[config.mk]
export PLATFORM = sky130hd
export DESIGN_NAME = markov_miss_prefetch_table_top
export DESIGN_NICKNAME = d
export VERILOG_FILES = /design/src/rtl/core/mmpt_pkg.sv /design/src/rtl/core/markov_miss_prefetch_table_top.sv /design/src/rtl/core/mmpt_ram.sv
export SDC_FILE = /design/constraint.sdc
export NUM_CORES = 2
export LEC_CHECK = 0
export ABC_AREA = 1
export BUFFER_PORTS_ARGS = -buffer_cell sky130_fd_sc_hd__buf_2
export CAP_MARGIN = 20
export CORE_MARGIN = 2
export CORE_UTILIZATION = 30
export DETAILED_ROUTE_END_ITERATION = 16
export GPL_ROUTABILITY_DRIVEN = 0
export PLACE_DENSITY = 0.49
export SLEW_MARGIN = 40
export SYNTH_ARGS = -nofsm -noshare
export SYNTH_HDL_FRONTEND = slang
export SYNTH_SLANG_ARGS = --single-unit
[constraint.sdc]
create_clock -name i_clk -period 7.5 [get_ports i_clk]
set_input_delay 0.75 -clock i_clk [delete_from_list [all_inputs] [get_ports i_clk]]
set_output_delay 0.75 -clock i_clk [all_outputs]
set_load 0.005 [all_outputs]
[src/rtl/core/mmpt_pkg.sv]
// Shared constants and helpers for the Markov miss prefetch table.
// No dependencies.
package mmpt_pkg;

    localparam int ADDR_W      = 32;
    localparam int OFF_W       = 4;
    localparam logic [OFF_W-1:0] OFF_MAX   = 4'd12;
    localparam logic [OFF_W-1:0] OFF_RESET = 4'd6;

    function automatic logic [ADDR_W-1:0] line_align(input logic [ADDR_W-1:0] addr,
                                                     input logic [OFF_W-1:0]  off);
        logic [OFF_W-1:0]  sat;
        logic [ADDR_W-1:0] mask;
        sat  = (off > OFF_MAX) ? OFF_MAX : off;
        mask = {ADDR_W{1'b1}} << sat;
        return addr & mask;
    endfunction

endpackage

[src/rtl/core/markov_miss_prefetch_table_top.sv]
// Markov miss prefetch table: top level with scan sequencer and row storage.
// Depends on mmpt_pkg and mmpt_ram.
//
// Usage:
//   Input channel i_valid/o_stall carries one miss address per transaction.
//   Output channel o_valid/i_stall returns exactly one result per input:
//   hit/full flags and up to two successor line addresses to prefetch.
//   Config channel i_cfg_valid/o_cfg_ready writes line_offset_bits; write it
//   only while no transaction is in flight.
// Timing:
//   Keys live in a RAM and one shared comparator checks one row per cycle.
//   After a hit in row r the scan stops there; a miss scans all ROWS rows. The
//   states S_HRD, S_HCAP, S_PWR and S_DONE follow, and o_valid rises once
//   the result is registered. o_stall stays high meanwhile, so one miss is in
//   flight at a time. The next item is accepted while a finished result waits
//   in the output register. A stalled result holds until i_stall drops.
// Reset:
//   Synchronous, active low; clears all valid bits, the previous-row link and
//   sets line_offset_bits to 6. No clearing pass is needed.
module markov_miss_prefetch_table_top #(
    parameter int ROWS = 16
) (
    input  logic                        i_clk,
    input  logic                        i_rst_n,
    input  logic                        i_valid,
    output logic                        o_stall,
    input  logic [mmpt_pkg::ADDR_W-1:0] i_miss_addr,
    input  logic                        i_cfg_valid,
    output logic                        o_cfg_ready,
    input  logic [mmpt_pkg::OFF_W-1:0]  i_cfg_data,
    output logic                        o_valid,
    input  logic                        i_stall,
    output logic                        o_table_hit,
    output logic                        o_table_full,
    output logic                        o_first_valid,
    output logic [mmpt_pkg::ADDR_W-1:0] o_first_addr,
    output logic                        o_second_valid,
    output logic [mmpt_pkg::ADDR_W-1:0] o_second_addr
);

    localparam int AW = mmpt_pkg::ADDR_W;
    localparam int IW = $clog2(ROWS);
    localparam logic [IW-1:0] LAST = IW'(ROWS - 1);

    typedef enum logic [2:0] {
        S_IDLE,
        S_SCAN,
        S_HRD,
        S_HCAP,
        S_PWR,
        S_DONE
    } t_state;

    t_state r_state;

    logic [mmpt_pkg::OFF_W-1:0] r_line_off;
    logic [AW-1:0]   r_line;
    logic [IW-1:0]   r_idx;
    logic [IW-1:0]   r_rd_idx;
    logic            r_rd_pend;
    logic            r_free_found;
    logic [IW-1:0]   r_free_idx;
    logic            r_hit;
    logic            r_full;
    logic            r_have;
    logic [IW-1:0]   r_row;
    logic [ROWS-1:0] r_key_vld;
    logic [ROWS-1:0] r_s1_vld;
    logic [ROWS-1:0] r_s2_vld;
    logic            r_prev_vld;
    logic [IW-1:0]   r_prev_idx;
    logic            r_f_vld;
    logic [AW-1:0]   r_f_addr;
    logic            r_s_vld;
    logic [AW-1:0]   r_s_addr;

    logic            r_o_valid;
    logic            r_o_hit;
    logic            r_o_full;
    logic            r_o_f_vld;
    logic [AW-1:0]   r_o_f_addr;
    logic            r_o_s_vld;
    logic [AW-1:0]   r_o_s_addr;

    logic [AW-1:0]   key_rdata;
    logic            key_we;
    logic [2*AW-1:0] succ_rdata;
    logic [2*AW-1:0] succ_wdata;
    logic            succ_we;
    logic [IW-1:0]   succ_raddr;
    logic            key_match;
    logic            free_any;
    logic [IW-1:0]   free_now;
    logic            scan_end;
    logic            out_load;

    mmpt_ram #(.WIDTH(AW), .DEPTH(ROWS)) u_key_ram (
        .i_clk   (i_clk),
        .i_we    (key_we),
        .i_waddr (free_now),
        .i_wdata (r_line),
        .i_raddr (r_idx),
        .o_rdata (key_rdata)
    );

    // successor word: {succ_two, succ_one}
    mmpt_ram #(.WIDTH(2 * AW), .DEPTH(ROWS)) u_succ_ram (
        .i_clk   (i_clk),
        .i_we    (succ_we),
        .i_waddr (r_prev_idx),
        .i_wdata (succ_wdata),
        .i_raddr (succ_raddr),
        .o_rdata (succ_rdata)
    );

    always_comb begin
        key_match  = r_rd_pend && r_key_vld[r_rd_idx] && (key_rdata == r_line);
        free_any   = r_free_found || !r_key_vld[r_rd_idx];
        free_now   = r_free_found ? r_free_idx : r_rd_idx;
        scan_end   = (r_state == S_SCAN) && r_rd_pend && !key_match && (r_rd_idx == LAST);
        key_we     = scan_end && free_any;
        succ_raddr = (r_state == S_HRD) ? r_row : r_prev_idx;
        succ_we    = (r_state == S_PWR) && r_prev_vld;
        if (!r_s1_vld[r_prev_idx]) begin
            succ_wdata = {succ_rdata[2*AW-1:AW], r_line};
        end else if (!r_s2_vld[r_prev_idx]) begin
            succ_wdata = {r_line, succ_rdata[AW-1:0]};
        end else begin
            succ_wdata = {r_line, succ_rdata[2*AW-1:AW]};
        end
        out_load = (r_state == S_DONE) && (!r_o_valid || !i_stall);
    end

    always_ff @(posedge i_clk) begin
        if (!i_rst_n) begin
            r_state      <= S_IDLE;
            r_line_off   <= mmpt_pkg::OFF_RESET;
            r_idx        <= '0;
            r_rd_pend    <= 1'b0;
            r_free_found <= 1'b0;
            r_hit        <= 1'b0;
            r_full       <= 1'b0;
            r_have       <= 1'b0;
            r_key_vld    <= '0;
            r_s1_vld     <= '0;
            r_s2_vld     <= '0;
            r_prev_vld   <= 1'b0;
            r_prev_idx   <= '0;
            r_o_valid    <= 1'b0;
        end else begin
            if (i_cfg_valid) begin
                r_line_off <= i_cfg_data;
            end
            if (out_load) begin
                r_o_valid <= 1'b1;
            end else if (!i_stall) begin
                r_o_valid <= 1'b0;
            end
            case (r_state)
                S_IDLE: begin
                    if (i_valid) begin
                        r_line       <= mmpt_pkg::line_align(i_miss_addr, r_line_off);
                        r_idx        <= '0;
                        r_rd_pend    <= 1'b0;
                        r_free_found <= 1'b0;
                        r_hit        <= 1'b0;
                        r_full       <= 1'b0;
                        r_have       <= 1'b0;
                        r_state      <= S_SCAN;
                    end
                end
                S_SCAN: begin
                    r_rd_idx  <= r_idx;
                    r_rd_pend <= 1'b1;
                    if (r_idx != LAST) begin
                        r_idx <= r_idx + 1'b1;
                    end
                    if (key_match) begin
                        r_hit   <= 1'b1;
                        r_have  <= 1'b1;
                        r_row   <= r_rd_idx;
                        r_state <= S_HRD;
                    end else if (r_rd_pend) begin
                        if (!r_free_found && !r_key_vld[r_rd_idx]) begin
                            r_free_found <= 1'b1;
                            r_free_idx   <= r_rd_idx;
                        end
                        if (scan_end) begin
                            if (free_any) begin
                                r_key_vld[free_now] <= 1'b1;
                                r_row               <= free_now;
                                r_have              <= 1'b1;
                            end else begin
                                r_full <= 1'b1;
                            end
                            r_state <= S_HRD;
                        end
                    end
                end
                S_HRD: begin
                    r_state <= S_HCAP;
                end
                S_HCAP: begin
                    r_f_vld  <= r_hit && r_s1_vld[r_row];
                    r_f_addr <= (r_hit && r_s1_vld[r_row]) ? succ_rdata[AW-1:0] : '0;
                    r_s_vld  <= r_hit && r_s2_vld[r_row];
                    r_s_addr <= (r_hit && r_s2_vld[r_row]) ? succ_rdata[2*AW-1:AW] : '0;
                    r_state  <= S_PWR;
                end
                S_PWR: begin
                    if (r_prev_vld) begin
                        if (!r_s1_vld[r_prev_idx]) begin
                            r_s1_vld[r_prev_idx] <= 1'b1;
                        end else if (!r_s2_vld[r_prev_idx]) begin
                            r_s2_vld[r_prev_idx] <= 1'b1;
                        end
                    end
                    r_prev_vld <= r_have;
                    r_prev_idx <= r_have ? r_row : '0;
                    r_state    <= S_DONE;
                end
                S_DONE: begin
                    if (out_load) begin
                        r_o_hit    <= r_hit;
                        r_o_full   <= r_full;
                        r_o_f_vld  <= r_f_vld;
                        r_o_f_addr <= r_f_addr;
                        r_o_s_vld  <= r_s_vld;
                        r_o_s_addr <= r_s_addr;
                        r_state    <= S_IDLE;
                    end
                end
                default: begin
                    r_state <= S_IDLE;
                end
            endcase
        end
    end

    assign o_stall        = !i_rst_n || (r_state != S_IDLE);
    assign o_cfg_ready    = i_rst_n;
    assign o_valid        = r_o_valid;
    assign o_table_hit    = r_o_hit;
    assign o_table_full   = r_o_full;
    assign o_first_valid  = r_o_f_vld;
    assign o_first_addr   = r_o_f_addr;
    assign o_second_valid = r_o_s_vld;
    assign o_second_addr  = r_o_s_addr;

endmodule

[src/rtl/core/mmpt_ram.sv]
// Generic single-write, single-read RAM with registered read data.
// No dependencies.
module mmpt_ram #(
    parameter int WIDTH = 32,
    parameter int DEPTH = 16
) (
    input  logic                     i_clk,
    input  logic                     i_we,
    input  logic [$clog2(DEPTH)-1:0] i_waddr,
    input  logic [WIDTH-1:0]         i_wdata,
    input  logic [$clog2(DEPTH)-1:0] i_raddr,
    output logic [WIDTH-1:0]         o_rdata
);

    logic [WIDTH-1:0] r_mem [DEPTH];
    logic [WIDTH-1:0] r_rdata;

    always_ff @(posedge i_clk) begin
        if (i_we) begin
            r_mem[i_waddr] <= i_wdata;
        end
        r_rdata <= r_mem[i_raddr];
    end

    assign o_rdata = r_rdata;

endmodule

==> run summary <==
### Timing
- 4.07 ns — final critical path time including I/O delays and setup
- 0.246 GHz — peak clock frequency supported by timing
- 0 — setup violators final
- no — setup repair after global routing missed its margin
- 0.543 — post-route fraction of the period consumed by the critical path
- 0.0330 ns — worst setup skew after layout
- 0.909 ns — Slew @ Worst Pin
- 3.43 ns — min setup slack post-route
- 0 — count of final hold-check violations
- 0.391 — relative slew slack
- 0 — Max Transition Viols Final

### Clock network
- 0 — Post-CTS Resized
- 0.84 ns — latest clock arrival within the worst-skew pair
- 0 — number of buffers added to fix hold violations after cts
- 3 — maximum count of clock buffers along a single path
- 4 — H-tree depth
- 0 — buffers inserted by post-CTS timing repair
- 0.06 ns — Reg clk slew, reported paths
- 1880 — total number of clock tree sinks
- clkbuf_16 — Root Driver
- 182 — number of buffers created by CTS
- built — clock tree from TritonCTS

### Global route
- 0.179 — overall track demand over capacity in global routing
- 7 — number of antenna violations at the first check in global routing
- 321000 um — wire length of the first global-routing pass
- 44.3k — number of global-route vias before repair
- 0 — global-route congestion overflow total
- 183 — largest net degree at the start of global routing

### Min path
- in2reg — path category of the worst min-delay check
- i_miss_addr[27] — critical hold path startpoint

### Die
- 112 — IO Count
- 240000 sq um — core area
- 245000 sq um — area of the die
- 0.301 — effective utilization at floorplan
- 495 um — Die X
- 180 — num rows
- 495 um — height of the die

### Synth
- 13.1 sq um — average footprint of a synthesized cell
- 35 — number of distinct library cell variants in the gate-level netlist after synthesis
- 0 — warnings from Yosys
- 5544 — Mapped Nets
- edfxtp_1 — flip-flop cell with the highest count after synthesis
- 1714 — number of flops mapped to enable cells by yosys
- 0.712 — Synth top area share
- 0.758 — sequential element share of the synthesized area
- edfxtp_1 — library cell with the largest summed area after synthesis
- 1880 — count of state elements after synthesis
- edfxtp_1 (1714), nor2_1 (921), o21ai_0 (831) — list of most frequent post-synthesis cells
- 0 — async set or reset register ratio after synthesis
- 5502 — number of instances in the synthesized netlist
- edfxtp_1 — most instantiated library cell after synthesis
- 72300 sq um — synthesized cell area
- edfxtp_1 (71%), o21ai_0 (5.8%), nor2_1 (4.8%) — synth top area cells

### Layout
- 14.9% — Layout area overhead
- 0.346 — end-of-flow core utilization
- 8935 — final non-filler cell total
- 0.103 — layout cells sized above 1
- 5635 — # nets final

### Routing
- 4080 — drt first-iter violations
- 6 — DRT Pass-1 Iters
- 25.0 um — detail-routed net length per standard cell
- 5.14 — average vias per placed instance
- 224000 um — total length of routed wires
- 46.0k — Via Count
- 0 — number of nets still failing antenna checks after routing
- 0 — drc violations

### Power and ir drop
- 26.9 nW — leakage power
- 0.000232 V — maximum ir drop on the vdd rail
- 265 nW/um^2 — power per standard cell area

### Critical path
- r_row[0]$_DFFE_PP_ — worst r2r src
- buf_12 — cell repeated most along the worst path
- flop — Critical Path Start Type
- 4.77 ns — signal arrival time at the worst endpoint
- flop — Worst setup EP type
- r_row[0]$_DFFE_PP_ — origin of the worst setup path
- 8.20 ns — data required time at the worst endpoint
- edfxtp_1 — CP max-delay cell
- 0.77 ns — slowest cell delay on critical path
- 164 — worst-path maximum fanout
- inv_1, o21ai_4, buf_12, inv_8, buf_12, o21ai_0, o221ai_1, o211ai_1, nand2_1 — list of cells traversed by the critical path
- reg2reg — path type of the worst setup path

### Placed design
- 3.55 ns — worst setup slack before clock tree synthesis
- 8590 — total placed cells including tap cells
- 122000 um — Detailed Place HPWL
- 111 — count of input and output buffers

### Run
- 0 — max-cap violation count

### Status
- finished, final reports clean — result of the run

power by group:
group | switching [W] | total, W | leakage, nW | internal [W]
registers | 0.000134 | 0.0117 | 16.8 | 0.0115
clock network | 0.00400 | 0.00913 | 2.85 | 0.00513
logic | 0.000883 | 0.00121 | 7.26 | 0.000322
layout by cell type, fill, tap and decap left out, types with 4 or more instances in the layout:
cell type and count:
buf_12 11, buf_4 129, nor2_1 906, o211ai_1 134
o21ai_0 827, o221ai_1 285, nand4_1 25, dfxtp_1 162
inv_2 7, clkbuf_1 66, or2_2 4, nor3_1 5
buf_2 111, nor3_2 15, clkbuf_16 186, nor2_4 16
edfxtp_1 1714, nand3_1 143, nor4_2 4, buf_16 4
o21ai_1 47, bufinv_16 14, o21ai_4 9, nand2_1 379
clkinv_2 27, inv_1 230, inv_6 6, o22ai_1 107
clkbuf_8 7, inv_4 4, buf_6 12, a21oi_1 87
clkinv_1 29
sequential cells by signal, indices dropped and copies added (netlist names), 32 cells and up:
signal,count
o_first_addr,32
o_second_addr,32
r_f_addr,32
r_line,32
r_s_addr,32
u_key_ram.o_rdata,32
u_key_ram.r_mem,512
u_succ_ram.o_rdata,64
u_succ_ram.r_mem,1024
per-stage QoR:
stage	cell area (sq um)	hold slack (ns)	total power [W]	TNS, ns
after global placement	76900	0.403	0.0131	0
after CTS	83000	0.0658	0.0222	0
final	83100	0.116	0.0220	0
after detailed placement	77100	0.405	0.0131	0
after floorplan	72300	0.400	0.0126	-49.91
after global routing	83100	0.0852	0.0227	0
layout make-up:
cell class,count,area (sq um)
diodes,1,2.50
clock buffers,258,4970
clock inverters,82,891
fillers,23400,157000
inverters,248,965
multi-input cells,3011,15400
flip-flops and latches,1880,54800
well taps,3185,3990
repair buffers,270,2040
layer usage:
metal	vias to the layer above	global-route usage	part of all wire
met5	-	0	0.000031
met4	2	0.0618	0.034
met3	336	0.0230	0.050
met2	1383	0.303	0.49
met1	23600	0.235	0.42
li1	20600	-	-
worst max-delay path, delay by kind of cell (launching register included):
kind | cells | cell delay [ns]
buf+inv | 4 | 1.69
flops | 1 | 0.77
simple gates | 1 | 0.11
compound gates | 4 | 0.90
final timing paths:
| check | slack, ns | to | depth (start not counted) |
|---|---|---|---|
| max | 3.43 | u_succ_ram.o_rdata[3]$_DFF_P_ | 9 |
| min | 0.12 | r_line[27]$_DFFE_PP_ | 1 |
| max reg2reg | 3.43 | u_succ_ram.o_rdata[3]$_DFF_P_ | 9 |
| min reg2reg | 0.42 | o_second_addr[2]$_DFFE_PP_ | 0 |
logic make-up (layout without fill, tap and decap cells):
kind of cell | count (synthesis) | in the layout | share of synthesized area
flip-flops | 1880 | 1880 | 0.758
AO/OA/AOI/OAI | 1507 | 1507 | 0.126
AND/OR/NAND/NOR | 1503 | 1503 | 0.0826
buffers and inverters | 611 | 858 | 0.0331
adder cells (fa/ha/maj) | 1 | 1 | 0.000173
other | 0 | 1 | 0
(Power assumes the default switching activity.)
